File: src/design/dtms_pkg.sv
// ----------------------------------------------------------------------------
// dtms_pkg
// Shared types and constants of the delimited text missing field statistics
// block: command and register codes, stream field widths, queue entry.
// ----------------------------------------------------------------------------
package dtms_pkg;

    localparam int CMD_W       = 3;
    localparam int BYTE_W      = 8;
    localparam int IDX_W       = 6;
    localparam int VALUE_W     = 32;
    localparam int CFG_DATA_W  = 64;
    localparam int CFG_IDX_W   = 2;
    localparam int NCOLS_W     = 7;
    localparam int EMPTY_W     = 7;
    localparam int MASK_W      = 64;
    localparam int S_TDATA_W   = 16;
    localparam int M_TDATA_W   = 40;
    localparam int QUEUE_DEPTH = 4;
    localparam int QPTR_W      = $clog2(QUEUE_DEPTH);

    localparam logic [EMPTY_W-1:0] EMPTY_MAX = '1;

    localparam logic KIND_EOL  = 1'b0;
    localparam logic KIND_READ = 1'b1;

    typedef enum logic [CMD_W-1:0] {
        CMD_DATA   = 3'd0,
        CMD_EOL    = 3'd1,
        CMD_RD_COL = 3'd2,
        CMD_RD_BIN = 3'd3,
        CMD_RD_TOT = 3'd4
    } cmd_t;

    typedef enum logic [CFG_IDX_W-1:0] {
        CFG_DELIM   = 2'd0,
        CFG_NCOLS   = 2'd1,
        CFG_COLMASK = 2'd2,
        CFG_BINMASK = 2'd3
    } cfg_idx_t;

    // which counter a result word carries
    typedef enum logic [1:0] {
        RD_ZERO = 2'd0,
        RD_COL  = 2'd1,
        RD_BIN  = 2'd2,
        RD_TOT  = 2'd3
    } rd_sel_t;

    // one unit of work for the counter pipeline
    typedef struct packed {
        logic             col_inc;
        logic [IDX_W-1:0] col_addr;
        logic             bin_inc;
        logic [IDX_W-1:0] bin_addr;
        logic             tot_inc;
        logic             has_result;
        logic             result_kind;
        logic             line_bad;
        logic [IDX_W-1:0] hist_bin;
        rd_sel_t          rd_sel;
    } op_t;

endpackage

File: src/design/dtms_queue.sv
// ----------------------------------------------------------------------------
// dtms_queue
// Short first-in first-out queue of work entries between the line parser
// and the counter pipeline.
// ----------------------------------------------------------------------------
module dtms_queue (
    input  logic          aclk,
    input  logic          aresetn,
    input  logic          push,
    input  dtms_pkg::op_t push_op,
    output logic          full,
    input  logic          pop,
    output dtms_pkg::op_t pop_op,
    output logic          empty
);

    localparam logic [dtms_pkg::QPTR_W:0] DEPTH_V = (dtms_pkg::QPTR_W+1)'(dtms_pkg::QUEUE_DEPTH);

    dtms_pkg::op_t                 entry_reg [dtms_pkg::QUEUE_DEPTH];
    logic [dtms_pkg::QPTR_W-1:0]   wr_ptr_reg, wr_ptr_next;
    logic [dtms_pkg::QPTR_W-1:0]   rd_ptr_reg, rd_ptr_next;
    logic [dtms_pkg::QPTR_W:0]     count_reg, count_next;

    assign full   = (count_reg == DEPTH_V);
    assign empty  = (count_reg == '0);
    assign pop_op = entry_reg[rd_ptr_reg];

    always_comb begin
        wr_ptr_next = wr_ptr_reg;
        rd_ptr_next = rd_ptr_reg;
        count_next  = count_reg;
        if (push) begin
            wr_ptr_next = wr_ptr_reg + 1'b1;
        end
        if (pop) begin
            rd_ptr_next = rd_ptr_reg + 1'b1;
        end
        if (push && !pop) begin
            count_next = count_reg + 1'b1;
        end else if (pop && !push) begin
            count_next = count_reg - 1'b1;
        end
    end

    always_ff @(posedge aclk) begin
        if (!aresetn) begin
            wr_ptr_reg <= '0;
            rd_ptr_reg <= '0;
            count_reg  <= '0;
        end else begin
            wr_ptr_reg <= wr_ptr_next;
            rd_ptr_reg <= rd_ptr_next;
            count_reg  <= count_next;
        end
    end

    always_ff @(posedge aclk) begin
        if (push) begin
            entry_reg[wr_ptr_reg] <= push_op;
        end
    end

endmodule

File: config.mk
export PLATFORM = sky130hd
export DESIGN_NAME = dtms_queue
export DESIGN_NICKNAME = d
export VERILOG_FILES = /design/src/design/dtms_pkg.sv /design/src/design/dtms_queue.sv
export SDC_FILE = /design/constraint.sdc
export NUM_CORES = 1
export LEC_CHECK = 0
export CAP_MARGIN = 25
export CORE_MARGIN = 10
export CORE_UTILIZATION = 23
export CTS_BUF_LIST = sky130_fd_sc_hd__clkbuf_8
export CTS_CLUSTER_DIAMETER = 30
export DETAILED_ROUTE_END_ITERATION = 10
export DONT_BUFFER_PORTS = 1
export PLACE_DENSITY = 0.43
export SETUP_SLACK_MARGIN = 0.05
export SLEW_MARGIN = 40
export SYNTH_ARGS = -nofsm -noshare
export SYNTH_HDL_FRONTEND = slang
export SYNTH_SLANG_ARGS = --single-unit
File: constraint.sdc
create_clock -name aclk -period 3.9 [get_ports aclk]
set_input_delay 0.39 -clock aclk [delete_from_list [all_inputs] [get_ports aclk]]
set_output_delay 0.39 -clock aclk [all_outputs]
set_load 0.005 [all_outputs]
==> results.py <==
metrics = {
    "yosys": {
        "yosys_most_used_dff": "edfxtp_1",
        "syn_area_um2": 4240,
        "synth_fp_nets": 215,
        "synth_cell_type_count": 22,
        "synthTopCellsByArea": "edfxtp_1 74%, mux4_2 11%, dfxtp_1 4.2%, mux4_1 3.7%, ha_1 1.5%",
        "yosysWarnings": 0,
        "async_reset_ff_share_pct": 0,
        "ys_top_cells_by_count": "104 x edfxtp_1, 20 x mux4_2, 9 x and2_1, 9 x dfxtp_1, 6 x mux4_1",
        "seq_area_frac_synth_pct": 77.9,
        "yosysTopAreaCellShare_pct": 73.6,
        "ys_ff_latch": 113,
        "avgSynthCellArea_um2": 23.7,
        "syn_inst": 179,
        "synth_most_common_cell": "edfxtp_1",
        "synth_edf_count": 104,
        "yosys.area.top_type": "edfxtp_1",
    },
    "cells_and_area": {
        "syn2layout_area_growth_pct": 13.6,
        "final_cells": 432,
        "final_area_um2": 4820,
        "final_util_pct": 26.7,
        "fin_nets": 228,
        "largest_register_ffs": 104,
        "diodes": 0,
        "layout-drive-gt1-share_pct": 24.1,
    },
    "clocking": {
        "cts_buffers": 17,
        "h-tree-depth": 4,
        "clkTransAtPathRegs_ps": 70,
        "clock-sinks": 113,
        "cts_root_buf": "clkbuf_8",
        "post-cts-setup-buffers": 0,
        "clk_path_buf_depth": 2,
        "holdBufCountCts": 0,
        "cts_resized": 0,
        "cts_tree": "yes",
        "clk_latency_ps": 430,
    },
    "placement": {
        "io_buffers": 0,
        "placed_area_um2": 4480,
        "placed_cells": 402,
        "dpl.hpwl_um": 4860,
        "place.gp.congestion": 0.598,
    },
    "critical_path": {
        "reg2reg_depth": 4,
        "cp_top_family": "flip-flops",
        "path_buf_inv": 0,
        "cpPeakStageDelay_ps": 740,
        "reg2reg_from": "count_reg[0]",
        "rrSetupSlack_ps": 2390,
        "required_ps": 3510,
        "crit_type": "register to output port",
        "crit_fanout": 26,
        "startpoint_type": "register",
        "rr_endpoint": "count_reg[2]",
        "end_kind": "output port",
        "cp_cell_sequence": "mux4_1",
        "arrival_ps": 1860,
        "worst_path_max_delay_cell": "dfxtp_4",
    },
    "timing": {
        "clock_skew_ps": 6.00,
        "slew_headroom_pct": 60.3,
        "period_share_pct": 57.8,
        "finalCriticalPeriod_ps": 2250,
        "hold_viol": 0,
        "hold_ws_ps": 53.6,
        "worstMarginPinSlew_ps": 595,
        "grt_setup_unrepaired": "false",
        "tns_ps": 0,
        "setup_viol": 0,
        "final_max_slew_viol_count": 0,
        "fmax_ghz": 0.444,
    },
    "routing": {
        "vias": 1721,
        "drc": 0,
        "postRouteAntennaNets": 0,
        "via_per_inst": 3.98,
        "drt_iter0_drc": 101,
        "wl_per_cell_um": 19.7,
        "wl_um": 8530,
        "drt-pass1-iter-count": 4,
    },
    "global_route": {
        "grt_pass1_vias": 1954,
        "grt_max_degree": 27,
        "track_usage_pct": 7.51,
        "grt_overflow": 0,
        "antenna_found_initial": 0,
        "grt_pass1_wl_um": 12800,
    },
    "floorplan": {
        "die-area_um2": 24300,
        "core_area_um2": 18100,
        "ios": 58,
        "rows": 49,
        "die_x_um": 156,
        "dieHeight_um": 156,
        "start_util_pct": 23.5,
    },
    "min_path": {
        "min_from": "push_op[16]",
        "hold_path_depth": 0,
        "hold_end": "entry_reg[2][16]",
        "hp-class": "input pin to register",
    },
    "outcome": {
        "outcome": "complete, no violations",
    },
    "pwr": {
        "p_leak_uw": 0.00152,
        "ir_drop_uv": 349,
        "power_density_nw_per_um2": 536,
    },
    "flow_run": {
        "drv_cap": 0,
    },
}
-- through the flow --
stage	setup WS [ps]	power, uW
2_1_floorplan	2230	1580
3_3_place_gp	1680	1630
3_5_place_dp	2030	1630
4_1_cts	1550	2640
5_1_grt	1490	2710
6_report	1650	2590
-- worst max path at each step --
stage | start | endpoint | slack [ps] | depth (start not counted)
global placement | register | pop_op[12] | 1680 | 1
finish | register | pop_op[12] | 1650 | 1
detailed placement | register | pop_op[12] | 2030 | 1
global route | register | pop_op[12] | 1490 | 1
floorplan | pop | count_reg[2] | 2230 | 7
CTS | register | pop_op[12] | 1550 | 1
-- layout make-up --
| type | count | area [um2] |
|---|---|---|
| inverters | 4 | 15.0 |
| well taps | 229 | 287 |
| flip-flops and latches | 113 | 3310 |
| clock inverters | 13 | 106 |
| clock buffers | 17 | 234 |
| fillers | 1793 | 13300 |
| multi-input cells | 56 | 868 |
-- placed cells by master (no fill, tap or decap) --
master,Yosys,layout
nand2_1,1,1
edfxtp_1,104,104
inv_1,4,7
nor3b_1,1,1
o21ai_0,1,1
nor3_1,1,1
a21boi_0,1,1
mux2i_1,2,2
bufinv_16,0,2
clkbuf_8,0,17
mux4_2,20,20
clkinv_1,0,4
dfxtp_1,9,7
and2_1,9,5
xnor2_1,2,2
or3_1,1,1
fa_1,1,1
nor2b_1,2,2
xor2_1,3,3
and2_4,0,4
mux4_1,6,6
ha_1,5,5
clkinv_2,0,4
dfxtp_4,0,2
-- metal layers --
layer | GRT usage (%) | vias up | wire (um)
li1 | - | 764 | -
met1 | 7.74 | 885 | 3400
met2 | 12.0 | 60 | 4150
met3 | 4.38 | 12 | 813
met4 | 3.78 | 0 | 157
met5 | 0 | - | 0
-- logic make-up after synthesis --
logic type | Yosys count | share of synthesized area (%)
AND/OR/NAND/NOR | 15 | 2.15
XOR/XNOR | 5 | 1.03
AO/OA/AOI/OAI | 2 | 0.295
flip-flops | 113 | 77.9
buffers and inverters | 10 | 1.92
adder cells (fa/ha/maj) | 6 | 1.95
multiplexers | 28 | 14.8
-- report_power, final --
part	internal (uW)	switching (uW)	leakage, uW
Sequential	1390	46.1	0.00103
Clock	538	452	0.000188
Combinational	83.2	76.6	0.000298
(Power assumes the default switching activity.)
