--- config.mk ---
export PLATFORM = sky130hd
export DESIGN_NAME = dtms_back
export DESIGN_NICKNAME = d
export VERILOG_FILES = /design/src/design/dtms_pkg.sv /design/src/design/dtms_ram.sv /design/src/design/dtms_back.sv
export SDC_FILE = /design/constraint.sdc
export NUM_CORES = 2
export LEC_CHECK = 0
export BUFFER_PORTS_ARGS = -buffer_cell sky130_fd_sc_hd__buf_4
export CAP_MARGIN = 10
export CORE_MARGIN = 4
export CORE_UTILIZATION = 40
export DETAILED_ROUTE_END_ITERATION = 8
export GPL_TIMING_DRIVEN = 0
export SETUP_SLACK_MARGIN = 0.5
export SLEW_MARGIN = 20
export SYNTH_ARGS = -nofsm -noshare
export SYNTH_HDL_FRONTEND = slang
export SYNTH_SLANG_ARGS = --single-unit
export TNS_END_PERCENT = 20
--- constraint.sdc ---
create_clock -name aclk -period 16 [get_ports aclk]
set_clock_uncertainty 0.05 [all_clocks]
set_input_delay 0 -clock aclk [delete_from_list [all_inputs] [get_ports aclk]]
set_output_delay 0 -clock aclk [all_outputs]
set_load 0.1 [all_outputs]
--- src/design/dtms_pkg.sv ---
// ----------------------------------------------------------------------------
// dtms_pkg
// Shared types and constants of the delimited text missing field statistics
// block: command and register codes, stream field widths, queue entry.
// ----------------------------------------------------------------------------
package dtms_pkg;

    localparam int CMD_W       = 3;
    localparam int BYTE_W      = 8;
    localparam int IDX_W       = 6;
    localparam int VALUE_W     = 32;
    localparam int CFG_DATA_W  = 64;
    localparam int CFG_IDX_W   = 2;
    localparam int NCOLS_W     = 7;
    localparam int EMPTY_W     = 7;
    localparam int MASK_W      = 64;
    localparam int S_TDATA_W   = 16;
    localparam int M_TDATA_W   = 40;
    localparam int QUEUE_DEPTH = 4;
    localparam int QPTR_W      = $clog2(QUEUE_DEPTH);

    localparam logic [EMPTY_W-1:0] EMPTY_MAX = '1;

    localparam logic KIND_EOL  = 1'b0;
    localparam logic KIND_READ = 1'b1;

    typedef enum logic [CMD_W-1:0] {
        CMD_DATA   = 3'd0,
        CMD_EOL    = 3'd1,
        CMD_RD_COL = 3'd2,
        CMD_RD_BIN = 3'd3,
        CMD_RD_TOT = 3'd4
    } cmd_t;

    typedef enum logic [CFG_IDX_W-1:0] {
        CFG_DELIM   = 2'd0,
        CFG_NCOLS   = 2'd1,
        CFG_COLMASK = 2'd2,
        CFG_BINMASK = 2'd3
    } cfg_idx_t;

    // which counter a result word carries
    typedef enum logic [1:0] {
        RD_ZERO = 2'd0,
        RD_COL  = 2'd1,
        RD_BIN  = 2'd2,
        RD_TOT  = 2'd3
    } rd_sel_t;

    // one unit of work for the counter pipeline
    typedef struct packed {
        logic             col_inc;
        logic [IDX_W-1:0] col_addr;
        logic             bin_inc;
        logic [IDX_W-1:0] bin_addr;
        logic             tot_inc;
        logic             has_result;
        logic             result_kind;
        logic             line_bad;
        logic [IDX_W-1:0] hist_bin;
        rd_sel_t          rd_sel;
    } op_t;

endpackage

--- src/design/dtms_ram.sv ---
// ----------------------------------------------------------------------------
// dtms_ram
// Simple dual port RAM, one write and one registered read port.
// A read of the address being written returns the old contents.
// ----------------------------------------------------------------------------
module dtms_ram #(
    parameter int WIDTH = 32,
    parameter int DEPTH = 64
) (
    input  logic                     aclk,
    input  logic                     wr_en,
    input  logic [$clog2(DEPTH)-1:0] wr_addr,
    input  logic [WIDTH-1:0]         wr_data,
    input  logic                     rd_en,
    input  logic [$clog2(DEPTH)-1:0] rd_addr,
    output logic [WIDTH-1:0]         rd_data
);

    logic [WIDTH-1:0] mem [DEPTH];
    logic [WIDTH-1:0] rd_data_reg;

    always_ff @(posedge aclk) begin
        if (wr_en) begin
            mem[wr_addr] <= wr_data;
        end
        if (rd_en) begin
            rd_data_reg <= mem[rd_addr];
        end
    end

    assign rd_data = rd_data_reg;

endmodule

--- src/design/dtms_back.sv ---
// ----------------------------------------------------------------------------
// dtms_back
// Counter pipeline. Reads column and bin counters from RAM, applies
// saturating increments, and forms result words in the output register.
// ----------------------------------------------------------------------------
module dtms_back #(
    parameter int MAX_COLUMNS  = 64,
    parameter int COUNTER_BITS = 32
) (
    input  logic                           aclk,
    input  logic                           aresetn,
    input  dtms_pkg::op_t                  q_op,
    input  logic                           q_empty,
    output logic                           q_pop,
    output logic                           m_tvalid,
    input  logic                           m_tready,
    output logic [dtms_pkg::M_TDATA_W-1:0] m_tdata,
    output logic [0:0]                     m_tuser
);

    localparam int ADDR_W = $clog2(MAX_COLUMNS);

    // stage one
    logic                    s1_valid_reg, s1_valid_next;
    dtms_pkg::op_t           s1_op_reg;

    // value written in the cycle the stage one word was read
    logic                    fwd_col_valid_reg, fwd_bin_valid_reg;
    logic [ADDR_W-1:0]       fwd_col_addr_reg, fwd_bin_addr_reg;
    logic [COUNTER_BITS-1:0] fwd_col_data_reg, fwd_bin_data_reg;

    logic [MAX_COLUMNS-1:0]  col_vld_reg, bin_vld_reg;
    logic [COUNTER_BITS-1:0] total_reg;

    logic                    out_valid_reg, out_valid_next;
    logic                    out_kind_reg;
    logic                    out_bad_reg;
    logic [dtms_pkg::IDX_W-1:0] out_bin_reg;
    logic [dtms_pkg::VALUE_W-1:0] out_value_reg;

    logic                    out_free;
    logic                    s1_adv;
    logic                    load_out;
    logic [ADDR_W-1:0]       col_addr, bin_addr;
    logic [COUNTER_BITS-1:0] col_rdata, bin_rdata;
    logic [COUNTER_BITS-1:0] col_old, bin_old, col_new, bin_new, total_new;
    logic                    col_we, bin_we, tot_we;
    logic [COUNTER_BITS-1:0] rd_value;

    assign out_free = !out_valid_reg || m_tready;
    assign s1_adv   = !s1_valid_reg || !s1_op_reg.has_result || out_free;
    assign q_pop    = !q_empty && s1_adv;
    assign load_out = s1_valid_reg && s1_op_reg.has_result && s1_adv;

    assign col_addr = s1_op_reg.col_addr[ADDR_W-1:0];
    assign bin_addr = s1_op_reg.bin_addr[ADDR_W-1:0];

    assign col_we = s1_valid_reg && s1_adv && s1_op_reg.col_inc;
    assign bin_we = s1_valid_reg && s1_adv && s1_op_reg.bin_inc;
    assign tot_we = s1_valid_reg && s1_adv && s1_op_reg.tot_inc;

    dtms_ram #(
        .WIDTH (COUNTER_BITS),
        .DEPTH (MAX_COLUMNS)
    ) u_col_ram (
        .aclk    (aclk),
        .wr_en   (col_we),
        .wr_addr (col_addr),
        .wr_data (col_new),
        .rd_en   (q_pop),
        .rd_addr (q_op.col_addr[ADDR_W-1:0]),
        .rd_data (col_rdata)
    );

    dtms_ram #(
        .WIDTH (COUNTER_BITS),
        .DEPTH (MAX_COLUMNS)
    ) u_bin_ram (
        .aclk    (aclk),
        .wr_en   (bin_we),
        .wr_addr (bin_addr),
        .wr_data (bin_new),
        .rd_en   (q_pop),
        .rd_addr (q_op.bin_addr[ADDR_W-1:0]),
        .rd_data (bin_rdata)
    );

    // entries never written since reset read as zero
    always_comb begin
        if (fwd_col_valid_reg && (fwd_col_addr_reg == col_addr)) begin
            col_old = fwd_col_data_reg;
        end else if (col_vld_reg[col_addr]) begin
            col_old = col_rdata;
        end else begin
            col_old = '0;
        end
        if (fwd_bin_valid_reg && (fwd_bin_addr_reg == bin_addr)) begin
            bin_old = fwd_bin_data_reg;
        end else if (bin_vld_reg[bin_addr]) begin
            bin_old = bin_rdata;
        end else begin
            bin_old = '0;
        end
    end

    // saturating increments
    assign col_new   = (&col_old)   ? col_old   : col_old   + COUNTER_BITS'(1);
    assign bin_new   = (&bin_old)   ? bin_old   : bin_old   + COUNTER_BITS'(1);
    assign total_new = (&total_reg) ? total_reg : total_reg + COUNTER_BITS'(1);

    always_comb begin
        unique case (s1_op_reg.rd_sel)
            dtms_pkg::RD_ZERO: rd_value = '0;
            dtms_pkg::RD_COL:  rd_value = col_old;
            dtms_pkg::RD_BIN:  rd_value = bin_old;
            dtms_pkg::RD_TOT:  rd_value = total_reg;
        endcase
    end

    always_comb begin
        s1_valid_next = s1_valid_reg;
        if (q_pop) begin
            s1_valid_next = 1'b1;
        end else if (s1_adv) begin
            s1_valid_next = 1'b0;
        end
        out_valid_next = out_valid_reg;
        if (load_out) begin
            out_valid_next = 1'b1;
        end else if (m_tready) begin
            out_valid_next = 1'b0;
        end
    end

    always_ff @(posedge aclk) begin
        if (!aresetn) begin
            s1_valid_reg      <= 1'b0;
            out_valid_reg     <= 1'b0;
            fwd_col_valid_reg <= 1'b0;
            fwd_bin_valid_reg <= 1'b0;
            col_vld_reg       <= '0;
            bin_vld_reg       <= '0;
            total_reg         <= '0;
        end else begin
            s1_valid_reg  <= s1_valid_next;
            out_valid_reg <= out_valid_next;
            if (q_pop) begin
                fwd_col_valid_reg <= col_we;
                fwd_bin_valid_reg <= bin_we;
            end
            if (col_we) begin
                col_vld_reg[col_addr] <= 1'b1;
            end
            if (bin_we) begin
                bin_vld_reg[bin_addr] <= 1'b1;
            end
            if (tot_we) begin
                total_reg <= total_new;
            end
        end
    end

    always_ff @(posedge aclk) begin
        if (q_pop) begin
            s1_op_reg        <= q_op;
            fwd_col_addr_reg <= col_addr;
            fwd_col_data_reg <= col_new;
            fwd_bin_addr_reg <= bin_addr;
            fwd_bin_data_reg <= bin_new;
        end
        if (load_out) begin
            out_kind_reg  <= s1_op_reg.result_kind;
            out_bad_reg   <= s1_op_reg.line_bad;
            out_bin_reg   <= s1_op_reg.hist_bin;
            out_value_reg <= dtms_pkg::VALUE_W'(rd_value);
        end
    end

    assign m_tvalid = out_valid_reg;
    assign m_tdata  = {1'b0, out_value_reg, out_bin_reg, out_bad_reg};
    assign m_tuser  = out_kind_reg;

endmodule

==> summary.txt <==
Outcome
  – Run status: finished, final reports clean

STA
  – Slew @ Worst Pin: 1250 ps
  – Slew margin rel.: 0.164
  – Final Hold Vio Count: 0
  – Fmax: 0.129 GHz
  – Final TNS setup: 0 ps
  – Final setup vio count: 0
  – Final period utilization: 0.484
  – Fin. max-slew vios: 0
  – Minimum clock period: a little under 8000 ps
  – RSZ-0062 raised after global routing: false

Critical path
  – Crit path launch type: flip-flop
  – Critical Path Start: col_addr[0]$_DFFE_PP_
  – Crit-path leading delay family: buffers and inverters
  – Endpoint type of the worst setup path: flip-flop
  – Slowest cell delay on critical path: between 600 and 700 ps
  – Crit-path cells: buf_6, xor2_1, nor3_4, and2_1, buf_6, buf_2, buf_2, buf_1, clkbuf_1, a22oi_1, inv_1, ha_1, and3_1, o211ai_1, a22oi_1, nand4_1, clkbuf_1, o21ai_1, xor2_4, buf_8, buf_16
  – Crit-path slowest cell: clkbuf_1
  – Worst Path Arrival: between 8000 and 9000 ps
  – Reg-to-reg startpoint: col_addr[0]$_DFFE_PP_
  – Worst path required time: approximately 17000 ps
  – Crit-path max FO: 36
  – CP bufs+invs: 10
  – Crit path kind: flip-flop to flip-flop

Clock network
  – CTS H-Tree Depth: 5
  – Latest clock arrival within the worst-skew pair: 990 ps
  – Post_cts resized: 0
  – Root Buffer Master: clkbuf_16
  – Clock-pin slew on the worst setup and hold paths: ~60 ps
  – Setup Buffers After CTS: 0
  – CTS tree: done
  – Clock sink count: 4466
  – Num CTS Buffers: 432
  – CTS max path bufs: 4

Synthesis
  – Post-synth EDFFs: 4302
  – Seq/Total Area, Yosys: 0.770
  – Mux cell area share after synthesis: 0.181
  – Main combinational cell family by area after synthesis: multiplexers
  – XOR/XNOR Fraction of Synth Area: 0.00504
  – Async SR Flop Fraction: 0
  – Syn Inst Count: 7391
  – Compound-cell area share of the yosys netlist: 0.0173
  – Yosys warning count: 0
  – Post-Synth Adder-Cell Area: 0.000218
  – Simple-gate area share of the yosys netlist: 0.0168
  – Post-Syn Nets: 7424
  – Mapped Area: around 170000 um2
  – Avg Cell Area, Syn: between 20 and 25 um2
  – Synth Register Bits: 4466
  – Cell variety after synth: between 80 and 90
  – Ys flop type: edfxtp_1

Pwr
  – Pwr/cell area: roughly 120 nW/um2
  – Worst vdd ir: a little over 0.09 mV
  – Static leakage: 64.2 nW
  – Final Total Pwr: around 25 mW

Hold path
  – Hold_sp: aresetn
  – Worst hold path class: input pin to flip-flop

GRT
  – Vias in the first global route: 85500
  – Global-route wire length before repair: roughly 680000 um
  – Total grt overflow: 0
  – Largest net degree at the start of global routing: 66
  – GRT Overall Usage: 0.219
  – Initial antenna violation count: 40

Detailed routing
  – Initial drt markers: between 10000 and 15000
  – Metal3 WL: 40600 um
  – Final routed DRC violation total: 0
  – Via count: around 85000
  – DR vias/cell: ~6
  – Metal1 wirelength: 184000 um
  – ANT nets after route: 0
  – WL per Instance: 33.7 um
  – Routed met2 length: between 200000 and 250000 um
  – DR pass1 iterations: 7
  – DR top layer: met5
  – Aggregate routed wire length: about 500000 um

Final layout
  – Fillers: 34200
  – P&R area growth vs syn: 18.8%
  – Share of layout cells above drive strength 1: 0.316
  – Final Util: 0.477
  – Top flop regs: u_bin_ram.mem x2048, u_col_ram.mem x2048
  – Nets: around 8400

Place
  – HPWL after detailed placement: between 300000 and 400000 um
  – GPL Wtd Cong: roughly 0.93
  – # port buffers: 70

Floorplan
  – Initial Util: 0.402
  – Total die area: roughly 440000 um2
  – Die X: between 600 and 700 um
  – I/O pins: 73
  – Die height: ~660 um
  – Core footprint: about 430000 um2
  – Row count: 240

Run
  – # Max-Cap Violations: 0
==> layout make-up <==
class | instances | area, um2 | share of cell area
Clock buffer | 554 | 11600 | 0.0567
Sequential cell | 4466 | 132000 | 0.648
Timing Repair Buffer | 534 | 9520 | 0.0466
Buffer | 392 | 1690 | 0.00827
Tap cell | 5687 | 7120 | 0.0348
Multi-Input combinational cell | 2519 | 39700 | 0.194
Inverter | 14 | 52.6 | 0.000257
Antenna cell | 32 | 80.1 | 0.000392
Clock inverter | 251 | 2120 | 0.0104
==> worst paths after layout <==
kind / endpoint / slack, ps / cells after the start
max: u_col_ram.mem[33][2]$_DFFE_PP_ / 8250 / 21
min: total_reg[11]$_SDFFE_PN0P_ / 70 / 3
max reg2reg: u_col_ram.mem[33][2]$_DFFE_PP_ / 8250 / 21
min reg2reg: out_bin_reg[5]$_DFFE_PP_ / 370 / 0
==> layer usage <==
layer / global-route usage / vias to the layer above
li1: - / 33700
met1: 0.286 / 46000
met2: 0.358 / 4064
met3: 0.0440 / 775
met4: 0.0930 / 22
met5: 0 / -
==> worst reg2reg max path: stages (launching register included) <==
cell      delay [ps]
edfxtp_1         510
buf_6            220
xor2_1           190
nor3_4           590
and2_1           270
buf_6            150
buf_2            280
buf_2            330
buf_1            620
clkbuf_1         690
a22oi_1          350
inv_1            130
ha_1             210
and3_1           200
o211ai_1         120
a22oi_1          270
nand4_1          480
clkbuf_1         430
o21ai_1          400
xor2_4           590
buf_8            270
buf_16           210
==> synth_stat cells, types with 11 or more instances <==
| cell | count | area share |
|---|---|---|
| xor2_1 | 39 | 0.0020 |
| a22oi_1 | 36 | 0.0016 |
| o211ai_1 | 39 | 0.0017 |
| mux2i_1 | 62 | 0.0036 |
| dfxtp_1 | 164 | 0.019 |
| nor2b_1 | 18 | 0.00065 |
| o21ai_0 | 76 | 0.0022 |
| buf_1 | 123 | 0.0027 |
| a21oi_1 | 32 | 0.00093 |
| clkbuf_1 | 242 | 0.0053 |
| and3_1 | 30 | 0.0011 |
| buf_2 | 13 | 0.00038 |
| mux4_2 | 1342 | 0.18 |
| nor3_1 | 18 | 0.00052 |
| o2111ai_1 | 11 | 0.00056 |
| nor2_1 | 169 | 0.0037 |
| inv_1 | 13 | 0.00028 |
| nand2b_1 | 30 | 0.0011 |
| nand2_1 | 136 | 0.0030 |
| nand4_1 | 31 | 0.0011 |
| xnor2_1 | 60 | 0.0031 |
| mux2_2 | 17 | 0.0011 |
| and2_1 | 35 | 0.0013 |
| edfxtp_1 | 4302 | 0.75 |
| nand3_1 | 51 | 0.0015 |
| o21a_1 | 131 | 0.0057 |
==> metrics by stage <==
step / setup slack, ps / hold WS [ps] / cell area (um2) / instances
3_3_place_gp: -1750 / 129 / 180000 / 13100
2_1_floorplan: 3950 / 48.9 / 172000 / 7391
3_5_place_dp: 8460 / 131 / 190000 / 13600
5_1_grt: 8090 / 83.0 / 204000 / 14400
6_report: 8250 / 67.5 / 204000 / 14400
4_1_cts: 8400 / 30.5 / 204000 / 14400
==> power breakdown <==
group	switching, mW	total [mW]	leakage (nW)	internal, mW
sequential	0.0461	13.0	41.0	13.0
combinational	1.04	1.62	16.6	0.584
clock	4.36	9.95	6.69	5.59
==> cells in the final DEF, fill, tap and decap left out, drive strengths merged, types with 7 or more instances in the layout <==
master / instances
a22o: 7
inv: 24
nor3: 19
a31oi: 10
o2111ai: 11
and3: 30
mux4: 1343
clkinvlp: 10
o2bb2ai: 9
nor2b: 18
dfxtp: 164
clkbuf: 819
dlygate4sd3: 58
a21oi: 32
a21boi: 9
mux2i: 62
nand4: 31
and4: 11
diode: 32
o21ai: 79
o211ai: 39
a211o: 7
o21a: 132
nand3b: 11
and2: 35
buf: 603
edfxtp: 4302
nand2b: 30
or3: 8
mux2: 20
nand2: 137
xor2: 39
nand3: 52
nor2: 170
a22oi: 36
bufinv: 30
xnor2: 60
clkinv: 201
==> cells by family after synthesis <==
group,count (synthesis)
AO/OA/AOI/OAI,413
adder cells (fa/ha/maj),3
multiplexers,1425
XOR/XNOR,99
flip-flops,4466
buffers and inverters,406
other,1
AND/OR/NAND/NOR,578
==> what timing repair did <==
item	4_1_cts	5_1_grt
hold buffers	58	0
hold endpoints to repair	367	0
setup endpoints to repair	0	0
No activity file was read; power rests on OpenSTA's default activity.
