`config.mk`:
```
export PLATFORM = sky130hd
export DESIGN_NAME = dtms_front
export DESIGN_NICKNAME = d
export VERILOG_FILES = /design/src/design/dtms_pkg.sv /design/src/design/dtms_front.sv
export SDC_FILE = /design/constraint.sdc
export NUM_CORES = 1
export LEC_CHECK = 0
export BUFFER_PORTS_ARGS = -buffer_cell sky130_fd_sc_hd__clkbuf_2
export CORE_MARGIN = 8
export CORE_UTILIZATION = 45
export DETAILED_ROUTE_END_ITERATION = 6
export PLACE_DENSITY = 0.74
export SETUP_SLACK_MARGIN = 0.1
export SYNTH_ARGS = -nofsm -noshare
export SYNTH_HDL_FRONTEND = slang
export SYNTH_SLANG_ARGS = --single-unit
```
`constraint.sdc`:
```
create_clock -name aclk -period 4.8 [get_ports aclk]
set_input_delay 0 -clock aclk [delete_from_list [all_inputs] [get_ports aclk]]
set_output_delay 0 -clock aclk [all_outputs]
set_load 0.02 [all_outputs]
```
`src/design/dtms_pkg.sv`:
```
// ----------------------------------------------------------------------------
// dtms_pkg
// Shared types and constants of the delimited text missing field statistics
// block: command and register codes, stream field widths, queue entry.
// ----------------------------------------------------------------------------
package dtms_pkg;

    localparam int CMD_W       = 3;
    localparam int BYTE_W      = 8;
    localparam int IDX_W       = 6;
    localparam int VALUE_W     = 32;
    localparam int CFG_DATA_W  = 64;
    localparam int CFG_IDX_W   = 2;
    localparam int NCOLS_W     = 7;
    localparam int EMPTY_W     = 7;
    localparam int MASK_W      = 64;
    localparam int S_TDATA_W   = 16;
    localparam int M_TDATA_W   = 40;
    localparam int QUEUE_DEPTH = 4;
    localparam int QPTR_W      = $clog2(QUEUE_DEPTH);

    localparam logic [EMPTY_W-1:0] EMPTY_MAX = '1;

    localparam logic KIND_EOL  = 1'b0;
    localparam logic KIND_READ = 1'b1;

    typedef enum logic [CMD_W-1:0] {
        CMD_DATA   = 3'd0,
        CMD_EOL    = 3'd1,
        CMD_RD_COL = 3'd2,
        CMD_RD_BIN = 3'd3,
        CMD_RD_TOT = 3'd4
    } cmd_t;

    typedef enum logic [CFG_IDX_W-1:0] {
        CFG_DELIM   = 2'd0,
        CFG_NCOLS   = 2'd1,
        CFG_COLMASK = 2'd2,
        CFG_BINMASK = 2'd3
    } cfg_idx_t;

    // which counter a result word carries
    typedef enum logic [1:0] {
        RD_ZERO = 2'd0,
        RD_COL  = 2'd1,
        RD_BIN  = 2'd2,
        RD_TOT  = 2'd3
    } rd_sel_t;

    // one unit of work for the counter pipeline
    typedef struct packed {
        logic             col_inc;
        logic [IDX_W-1:0] col_addr;
        logic             bin_inc;
        logic [IDX_W-1:0] bin_addr;
        logic             tot_inc;
        logic             has_result;
        logic             result_kind;
        logic             line_bad;
        logic [IDX_W-1:0] hist_bin;
        rd_sel_t          rd_sel;
    } op_t;

endpackage

```
`src/design/dtms_front.sv`:
```
// ----------------------------------------------------------------------------
// dtms_front
// Configuration registers and line parser. Classifies each accepted word,
// tracks the position within the line and the empty field count, and
// queues counter updates and result requests for the back end.
// ----------------------------------------------------------------------------
module dtms_front #(
    parameter int MAX_COLUMNS = 64
) (
    input  logic                                aclk,
    input  logic                                aresetn,
    input  logic                                cfg_wr_en,
    input  logic [dtms_pkg::CFG_IDX_W-1:0]      cfg_wr_index,
    input  logic [dtms_pkg::CFG_DATA_W-1:0]     cfg_wr_data,
    input  logic                                in_accept,
    input  logic [dtms_pkg::CMD_W-1:0]          in_command,
    input  logic [dtms_pkg::BYTE_W-1:0]         in_text_byte,
    input  logic [dtms_pkg::IDX_W-1:0]          in_read_index,
    output logic                                push,
    output dtms_pkg::op_t                       push_op
);

    localparam logic [dtms_pkg::NCOLS_W-1:0] MAX_COLS_V = dtms_pkg::NCOLS_W'(MAX_COLUMNS);

    logic [dtms_pkg::BYTE_W-1:0]  delim_reg;
    logic [dtms_pkg::NCOLS_W-1:0] ncols_reg;
    logic [dtms_pkg::MASK_W-1:0]  colmask_reg;
    logic [dtms_pkg::MASK_W-1:0]  binmask_reg;

    logic                          prev_delim_reg, prev_delim_next;
    logic [dtms_pkg::EMPTY_W-1:0]  empty_reg, empty_next;
    logic [dtms_pkg::NCOLS_W-1:0]  fpos_reg, fpos_next;

    logic [dtms_pkg::NCOLS_W-1:0]  eff_cols;
    logic                          is_delim;
    logic                          note;
    logic                          in_range;
    logic                          ignored;
    logic [dtms_pkg::EMPTY_W-1:0]  empty_after;
    logic                          bad_cnt;
    logic [dtms_pkg::NCOLS_W-1:0]  bin_full;
    logic [dtms_pkg::IDX_W-1:0]    bin;
    logic                          bad;
    logic                          idx_ok;
    dtms_pkg::cmd_t                cmd;

    // configuration writes
    always_ff @(posedge aclk) begin
        if (!aresetn) begin
            delim_reg   <= 8'd44;
            ncols_reg   <= 7'd64;
            colmask_reg <= '0;
            binmask_reg <= '0;
        end else if (cfg_wr_en) begin
            unique case (dtms_pkg::cfg_idx_t'(cfg_wr_index))
                dtms_pkg::CFG_DELIM:   delim_reg   <= cfg_wr_data[dtms_pkg::BYTE_W-1:0];
                dtms_pkg::CFG_NCOLS:   ncols_reg   <= cfg_wr_data[dtms_pkg::NCOLS_W-1:0];
                dtms_pkg::CFG_COLMASK: colmask_reg <= cfg_wr_data;
                dtms_pkg::CFG_BINMASK: binmask_reg <= cfg_wr_data;
            endcase
        end
    end

    always_ff @(posedge aclk) begin
        if (!aresetn) begin
            prev_delim_reg <= 1'b1;
            empty_reg      <= '0;
            fpos_reg       <= '0;
        end else begin
            prev_delim_reg <= prev_delim_next;
            empty_reg      <= empty_next;
            fpos_reg       <= fpos_next;
        end
    end

    assign cmd      = dtms_pkg::cmd_t'(in_command);
    assign eff_cols = (ncols_reg > MAX_COLS_V) ? MAX_COLS_V : ncols_reg;
    assign is_delim = (in_text_byte == delim_reg);
    assign note     = prev_delim_reg &&
                      (((cmd == dtms_pkg::CMD_DATA) && is_delim) || (cmd == dtms_pkg::CMD_EOL));
    assign in_range = (fpos_reg < eff_cols);
    // an ignored column skips the line's empty count too
    assign ignored  = in_range && colmask_reg[fpos_reg[dtms_pkg::IDX_W-1:0]];

    assign empty_after = (note && !ignored && (empty_reg != dtms_pkg::EMPTY_MAX))
                         ? empty_reg + 7'd1 : empty_reg;

    assign bad_cnt  = (empty_after >= eff_cols);
    assign bin_full = eff_cols - 7'd1 - empty_after;
    assign bin      = bad_cnt ? '0 : bin_full[dtms_pkg::IDX_W-1:0];
    assign bad      = bad_cnt || binmask_reg[bin];
    assign idx_ok   = ({1'b0, in_read_index} < MAX_COLS_V);

    always_comb begin
        prev_delim_next = prev_delim_reg;
        empty_next      = empty_reg;
        fpos_next       = fpos_reg;
        push            = 1'b0;
        push_op         = '0;
        push_op.rd_sel  = dtms_pkg::RD_ZERO;

        if (in_accept) begin
            unique case (cmd)
                dtms_pkg::CMD_DATA: begin
                    prev_delim_next = is_delim;
                    empty_next      = empty_after;
                    if (is_delim && (fpos_reg < MAX_COLS_V)) begin
                        fpos_next = fpos_reg + 7'd1;
                    end
                    push             = note && in_range && !ignored;
                    push_op.col_inc  = 1'b1;
                    push_op.col_addr = fpos_reg[dtms_pkg::IDX_W-1:0];
                end
                dtms_pkg::CMD_EOL: begin
                    prev_delim_next     = 1'b1;
                    empty_next          = '0;
                    fpos_next           = '0;
                    push                = 1'b1;
                    push_op.col_inc     = note && in_range && !ignored;
                    push_op.col_addr    = fpos_reg[dtms_pkg::IDX_W-1:0];
                    push_op.bin_inc     = !bad;
                    push_op.bin_addr    = bin;
                    push_op.tot_inc     = 1'b1;
                    push_op.has_result  = 1'b1;
                    push_op.result_kind = dtms_pkg::KIND_EOL;
                    push_op.line_bad    = bad;
                    push_op.hist_bin    = bin;
                end
                dtms_pkg::CMD_RD_COL: begin
                    push                = 1'b1;
                    push_op.col_addr    = in_read_index;
                    push_op.has_result  = 1'b1;
                    push_op.result_kind = dtms_pkg::KIND_READ;
                    push_op.rd_sel      = idx_ok ? dtms_pkg::RD_COL : dtms_pkg::RD_ZERO;
                end
                dtms_pkg::CMD_RD_BIN: begin
                    push                = 1'b1;
                    push_op.bin_addr    = in_read_index;
                    push_op.has_result  = 1'b1;
                    push_op.result_kind = dtms_pkg::KIND_READ;
                    push_op.rd_sel      = idx_ok ? dtms_pkg::RD_BIN : dtms_pkg::RD_ZERO;
                end
                dtms_pkg::CMD_RD_TOT: begin
                    push                = 1'b1;
                    push_op.has_result  = 1'b1;
                    push_op.result_kind = dtms_pkg::KIND_READ;
                    push_op.rd_sel      = dtms_pkg::RD_TOT;
                end
                default: begin
                    // unused command codes are dropped
                    push = 1'b0;
                end
            endcase
        end
    end

endmodule

```
==> results of run 1 <==
-- metal layers --
layer | part of all wire [%] | global-route usage [%] | wire length, um
met1 | 42 | 26.44 | 10500
met2 | 48 | 35.72 | 11810
met3 | 6.5 | 4.808 | 1601
met4 | 3.7 | 9.945 | 906
met5 | 0 | 0 | 0
-- where the power goes --
part           total [mW]  internal, mW  switching, mW
clock network        1.45         0.902          0.552
registers            1.38          1.35         0.0249
logic               0.358         0.176          0.181
total                3.19          2.43          0.759
-- through the flow --
stage	worst slack [ns]	util (%)	instances
after floorplan	0.1060	-	961
after global placement	-0.2055	51.56	1296
after detailed placement	-0.3270	51.56	1296
after CTS	-0.5355	60.89	1416
after global routing	-0.8453	62.49	1421
final	-0.6931	62.49	1421
-- worst max path at each step --
stage                              to  slack [ns]  cells after the start
final                     push_op[18]       -0.69                     23
after global routing      push_op[18]       -0.85                     24
after floorplan           push_op[18]        0.11                     21
after global placement    push_op[18]       -0.21                     21
after CTS                 push_op[18]       -0.54                     24
after detailed placement  push_op[18]       -0.33                     22
-- synthesized netlist by cell type (4+ instances only) --
master    number  area [um2]
nand4_1        4       25.02
a211oi_1       7       52.55
nand2_1      291        1092
o221ai_1       4       35.03
nand2b_1       5       31.28
buf_1          4       15.01
and2_1         4       25.02
xnor2_1       13       113.9
nand3_1        7       35.03
xor2_1         7       61.31
or3_1          6       37.54
nand3b_1       4       30.03
ha_1          19       237.7
mux2_2         5       56.30
o21ai_0       16       80.08
a22oi_1        5       37.54
buf_2          6       30.03
a21boi_0     132       991.0
nor2b_1       19       118.9
dfxtp_1      158        3163
and3_1         5       31.28
o22ai_1        5       31.28
mux2i_1       36       360.4
nor2_1        45       168.9
mux4_2        23       518.0
a21o_1         6       45.04
a21oi_1       21       105.1
inv_1         15       56.30
clkbuf_1      52       195.2
-- layout by cell type (no fill, tap or decap), types with 3 or more instances in the layout --
cell,instances
o21a_1,3
ha_1,14
o22ai_1,4
mux4_2,23
and3_1,4
mux2i_1,34
o21ai_0,11
nand2_2,3
clkbuf_16,17
dfxtp_1,157
nor2_4,3
a21o_1,4
buf_4,71
buf_6,14
and2_1,3
nand3b_1,4
nor2b_1,19
a21boi_0,132
inv_6,3
or3_1,5
clkbuf_2,105
nand2b_1,5
a21oi_2,3
dlygate4sd3_1,64
nand4_1,4
xnor2_1,10
a22oi_1,5
nand2_1,288
inv_1,14
ha_4,4
xor2_1,6
bufinv_16,4
a211oi_1,4
nor2_1,40
a21oi_1,17
a211o_1,3
nand3_1,4
buf_12,6
mux2_2,4
-- cells by family (layout without fill, tap and decap cells) --
kind of cell | count (synthesis) | after routing | share of synthesized area (%)
simple gates | 401 | 401 | 20.66
compound gates | 218 | 218 | 19.27
flops | 158 | 158 | 39.18
buf+inv | 80 | 311 | 3.952
mux | 64 | 64 | 11.58
fa+ha+maj | 20 | 20 | 3.193
xor+xnor | 20 | 20 | 2.170
-- repair_timing --
| action | 4_1_cts | 5_1_grt |
|---|---|---|
| pin swaps | 23 | 25 |
| setup endpoints to repair | 8 | 13 |
| hold buffers | 64 | 0 |
| setup buffers | 23 | 10 |
| resized for setup | 41 | 56 |
| gates cloned | 1 | 0 |
| hold endpoints to repair | 143 | 0 |
-- area by class of cell --
class                      count  area [um2]  area share, %
clock buffer                  20       456.7          4.110
timing repair buffer         263        2034          18.31
inverter                      16       60.06         0.5405
clock inverter                12       180.2          1.622
tap                          229       286.5          2.579
sequential                   158        3167          28.50
multi-input combinational    723        4926          44.34
==> results.yml, run 1 <==
run_status:
  result_of_the_run: "finished with violations"
  failed_checks: "negative setup slack"
timing:
  tightest_slew_ns: 0.8856
  fmax_mhz: 182.0
  period_needed_ns: 5.493
  final_max_slew_viol_count: 0
  finalWorstSetupSlack_ns: -0.6931
  tightest_hold_margin_ns: 0.04870
  rsz_0062_raised_after_global_routing: "true"
  final.setup_skew_ns: 0.008943
  fin_crit_sh_pct: 114.4
  slew_headroom_pct: 40.51
  total_negative_setup_slack_ns: -2.036
  finalSetupViolations: 6
  hold_viol: 0
setup_path:
  worst_ep_arrival_time_ns: 5.49
  setup.worst_path.start_class: "flip-flop"
  crit_path_max_incr_delay_ns: 0.49
  crit_buf_inv: 5
  path_cells: "buf_12 > mux4_2 > mux4_2 > nand2_2 > o211ai_1 > o31a_1 > a21o_4 > buf_6 > nor2_4 > xor2_4 > ha_4 > nand2_2 > nor2_2 > buf_6 > a21oi_1 > and2_1 > nor3b_1 > o41ai_4 > o21ai_1 > a32oi_2 > buf_4 > and2_4 > buf_8"
  worstSetupEndpointType: "output port"
  critPathSlowestCell: "mux4_2"
  worst-endpoint-required_ns: 4.80
  worst_r2r_endpoint: "empty_reg[5]"
  crit_path_max_fanout: 6
  setup.worst_path.start: "fpos_reg[1]"
  timing_worst_setup_path_type: "flip-flop to output port"
  timing.reg2reg.setup_slack_ns: 1.72
  r2r_start: "fpos_reg[1]"
  r2r_cells: 12
  kind_of_cell_adding_the_most_delay_to_the_critical_path: "compound AO/OA/AOI/OAI gates"
power_and_ir_drop:
  power.density_cell_area_nw_per_um2: 286.9
  power_mw: 3.188
  vdd_ir_drop_max_uv: 250.3
  total_leakage_power_nw: 4.469
die:
  io_pins: 114
  floorplan.die.height_um: 149.9
  floorplan.die.width_um: 149.9
  die-area_um2: 22480
  start_util_pct: 45.40
  rows: 49
  floorplan.core_area_um2: 17780
yosys:
  synth_enable_flop_cells: 0
  netlist-cell-type-count: 53
  postSynthRegisterBits: 158
  synthesis.yosys.warnings: 0
  async_flop_share_pct: 0
  synth.net_count: 1068
  synthCells: 961
  postSynth.topFlopCell: "dfxtp_1"
  syn_area_um2: 8073
  postSynthAreaPerCell_um2: 8.400
  yosysSeqAreaShare_pct: 39.18
route:
  route.detailed.wl_per_inst_um: 17.46
  routed_wl_um: 24810
  detail_route.drc_violations: 0
  route.antenna.remaining_nets: 0
  routed_via_density: 5.403
  initialDrtViolationCount: 494
  vias: 7678
  drt_pre_antenna_iters: 5
clock_tree:
  total_clock_buffers_created_by_cts: 17
  cts_htree_levels: 4
  clk-insertion-delay-late_ns: 0.43
  clock-root-buffer: "clkbuf_16"
  cts_tree: "yes"
  max-clock-path-buffers: 2
  clkTransAtPathRegs_ns: 0.06
  clock_sinks: 158
final_layout:
  num_antenna_cells: 0
  post_route_cells_drive_above_1_share_pct: 25.92
  syn2layout_area_growth_pct: 37.63
  stdcell_area_um2: 11110
  final_net_count: 1286
  fillerInstances: 1393
global_routing:
  track_usage_pct: 21.64
  grt_pass1_vias: 7466
  grt_start_max_net_pins: 102
  grt_antenna_before_repair: 0
  grt_overflow_total: 0
  grt_first_pass_wirelength_um: 38430
min_path:
  timing.hold.worst.start: "aresetn"
  holdPathEnd: "empty_reg[3]"
  path_class_of_the_lowest_slack_min_delay_path: "input port to flip-flop"
  number_of_cells_traversed_by_the_worst_hold_path: 2
place:
  placedInstanceArea_um2: 9166
  gp_congestion: 0.9469
  dpl.hpwl_um: 16360
  port_buffers: 113
flow_run:
  max_cap_viol_count: 0
No activity file was read; power rests on OpenSTA's default activity.
==> run 2: changes to the inputs <==
Settings changed: CTS_BUF_LIST set to sky130_fd_sc_hd__clkbuf_8.
==> results.yml, run 2 (synthesized netlist as in run 1, its figures left out) <==
run_status:
  result_of_the_run: "finished with violations"
  failed_checks: "negative setup slack"
die:
  start_util_pct: 45.40
  rows: 49
  io_pins: 114
  floorplan.die.width_um: 149.9
  floorplan.die.height_um: 149.9
  floorplan.core_area_um2: 17780
  die-area_um2: 22480
setup_path:
  r2r_cells: 12
  worst_r2r_endpoint: "empty_reg[5]"
  worst_ep_arrival_time_ns: 5.38
  setup.worst_path.start_class: "flip-flop"
  timing_worst_setup_path_type: "flip-flop to output port"
  timing.reg2reg.setup_slack_ns: 1.79
  crit_path_max_fanout: 6
  worstSetupEndpointType: "output port"
  worst-endpoint-required_ns: 4.80
  r2r_start: "fpos_reg[1]"
clock_tree:
  max-clock-path-buffers: 2
  clock_sinks: 158
  clock-root-buffer: "clkbuf_8"
  cts_htree_levels: 4
  cts_tree: "yes"
  clkTransAtPathRegs_ns: 0.09
  total_clock_buffers_created_by_cts: 17
  clk-insertion-delay-late_ns: 0.46
flow_run:
  max_cap_viol_count: 0
final_layout:
  multiInputGateArea_um2: 4938
  syn2layout_area_growth_pct: 34.72
  post_route_cells_drive_above_1_share_pct: 25.29
  layout.cells.most_common: "nand2_1"
  final-seq-area_um2: 3167
  most-common-layout-cells: "nand2_1 (290), dfxtp_1 (157), a21boi_0 (132)"
  fillerInstances: 1435
  final_net_count: 1284
  finalNonFillerCells: 1420
route:
  routed_via_density: 5.380
  initialDrtViolationCount: 598
  route.detailed.wl_per_inst_um: 17.18
  route.antenna.remaining_nets: 0
  vias: 7640
  drt_pre_antenna_iters: 5
  routed_wl_um: 24390
  detail_route.drc_violations: 0
timing:
  hold_viol: 0
  slew_headroom_pct: 42.04
  final.setup_skew_ns: 0.01311
  rsz_0062_raised_after_global_routing: "true"
  fmax_mhz: 186.0
  finalSetupViolations: 5
  period_needed_ns: 5.376
  tightest_hold_margin_ns: 0.07328
  finalWorstSetupSlack_ns: -0.5762
  fin_crit_sh_pct: 112.0
  tightest_slew_ns: 0.8694
  final_max_slew_viol_count: 0
place:
  gp_congestion: 0.9469
  port_buffers: 113
  dpl.hpwl_um: 16360
  placedCellCount: 1296
power_and_ir_drop:
  vdd_ir_drop_max_uv: 196.2
  total_leakage_power_nw: 4.353
  power_mw: 2.824
  power.density_cell_area_nw_per_um2: 259.7
global_routing:
  grt_overflow_total: 0
  grt_first_pass_wirelength_um: 38160
  grt_start_max_net_pins: 102
  grt_antenna_before_repair: 0
  track_usage_pct: 21.48
  grt_pass1_vias: 7458
min_path:
  path_class_of_the_lowest_slack_min_delay_path: "input port to flip-flop"
  holdPathEnd: "prev_delim_reg"
  timing.hold.worst.start: "in_text_byte[5]"
  number_of_cells_traversed_by_the_worst_hold_path: 6
-- run 2: how the worst max path moves through the flow --
stage,startpoint,end,slack (ns),cells past startpoint
6_report,fpos_reg[1],push_op[18],-0.58,23
3_3_place_gp,fpos_reg[1],push_op[18],-0.21,21
3_5_place_dp,fpos_reg[1],push_op[18],-0.33,22
5_1_grt,fpos_reg[1],push_op[8],-0.80,24
2_1_floorplan,fpos_reg[1],push_op[18],0.11,21
4_1_cts,fpos_reg[1],push_op[18],-0.57,24
-- run 2: metrics by stage --
step / area, um2 / setup slack (ns) / util, % / setup TNS, ns
floorplan: 8080 / 0.1060 / - / 0
global placement: 9166 / -0.2055 / 51.56 / -0.3542
detailed placement: 9166 / -0.3270 / 51.56 / -0.5872
CTS: 10630 / -0.5719 / 59.81 / -1.238
global route: 10870 / -0.8019 / 61.15 / -3.002
finish: 10880 / -0.5762 / 61.17 / -1.654
-- run 2: power breakdown --
part / leakage (nW) / total [mW] / switching, mW / internal (mW)
sequential: 1.28 / 1.38 / 0.0255 / 1.35
combinational: 2.85 / 0.353 / 0.179 / 0.175
clock: 0.224 / 1.10 / 0.500 / 0.596
total: 4.35 / 2.82 / 0.704 / 2.12
-- run 2: layout make-up --
type                       instances  area share [%]
antenna                            1         0.02301
clock buffer                      19           2.405
clock inverter                    13           1.691
inverter                          16          0.5522
multi-input combinational        723           45.41
sequential                       158           29.12
tap                              229           2.635
timing repair buffer             261           18.17
-- run 2: worst max-delay path: stages (launching register included) --
cell	delay, ns
dfxtp_4	0.38
buf_12	0.12
mux4_2	0.49
mux4_2	0.46
nand2_1	0.08
o211ai_1	0.12
o31a_1	0.18
a21o_4	0.28
buf_6	0.13
nor2_4	0.16
xor2_4	0.21
ha_4	0.24
a21oi_4	0.17
o21ai_4	0.08
a21oi_1	0.38
o21a_1	0.25
buf_4	0.15
o221ai_2	0.12
o22ai_1	0.18
o21bai_1	0.09
a32oi_1	0.24
buf_4	0.17
and2_4	0.14
buf_8	0.10
-- run 2: what timing repair did --
action / CTS / global route
gates cloned: 1 / 0
setup buffers: 24 / 4
endpoints found under the setup margin: 10 / 11
endpoints found under the hold margin: 144 / 0
gates resized for setup: 48 / 36
pin swaps: 17 / 18
hold buffers: 67 / 0
-- run 2: routing by layer --
metal / up-vias / track usage [%] / routed length, um
li1: 3706 / - / -
met5: - / 0 / 0
met3: 68 / 4.445 / 1465
met2: 266 / 35.97 / 11680
met1: 3600 / 26.21 / 10330
met4: 0 / 9.395 / 912
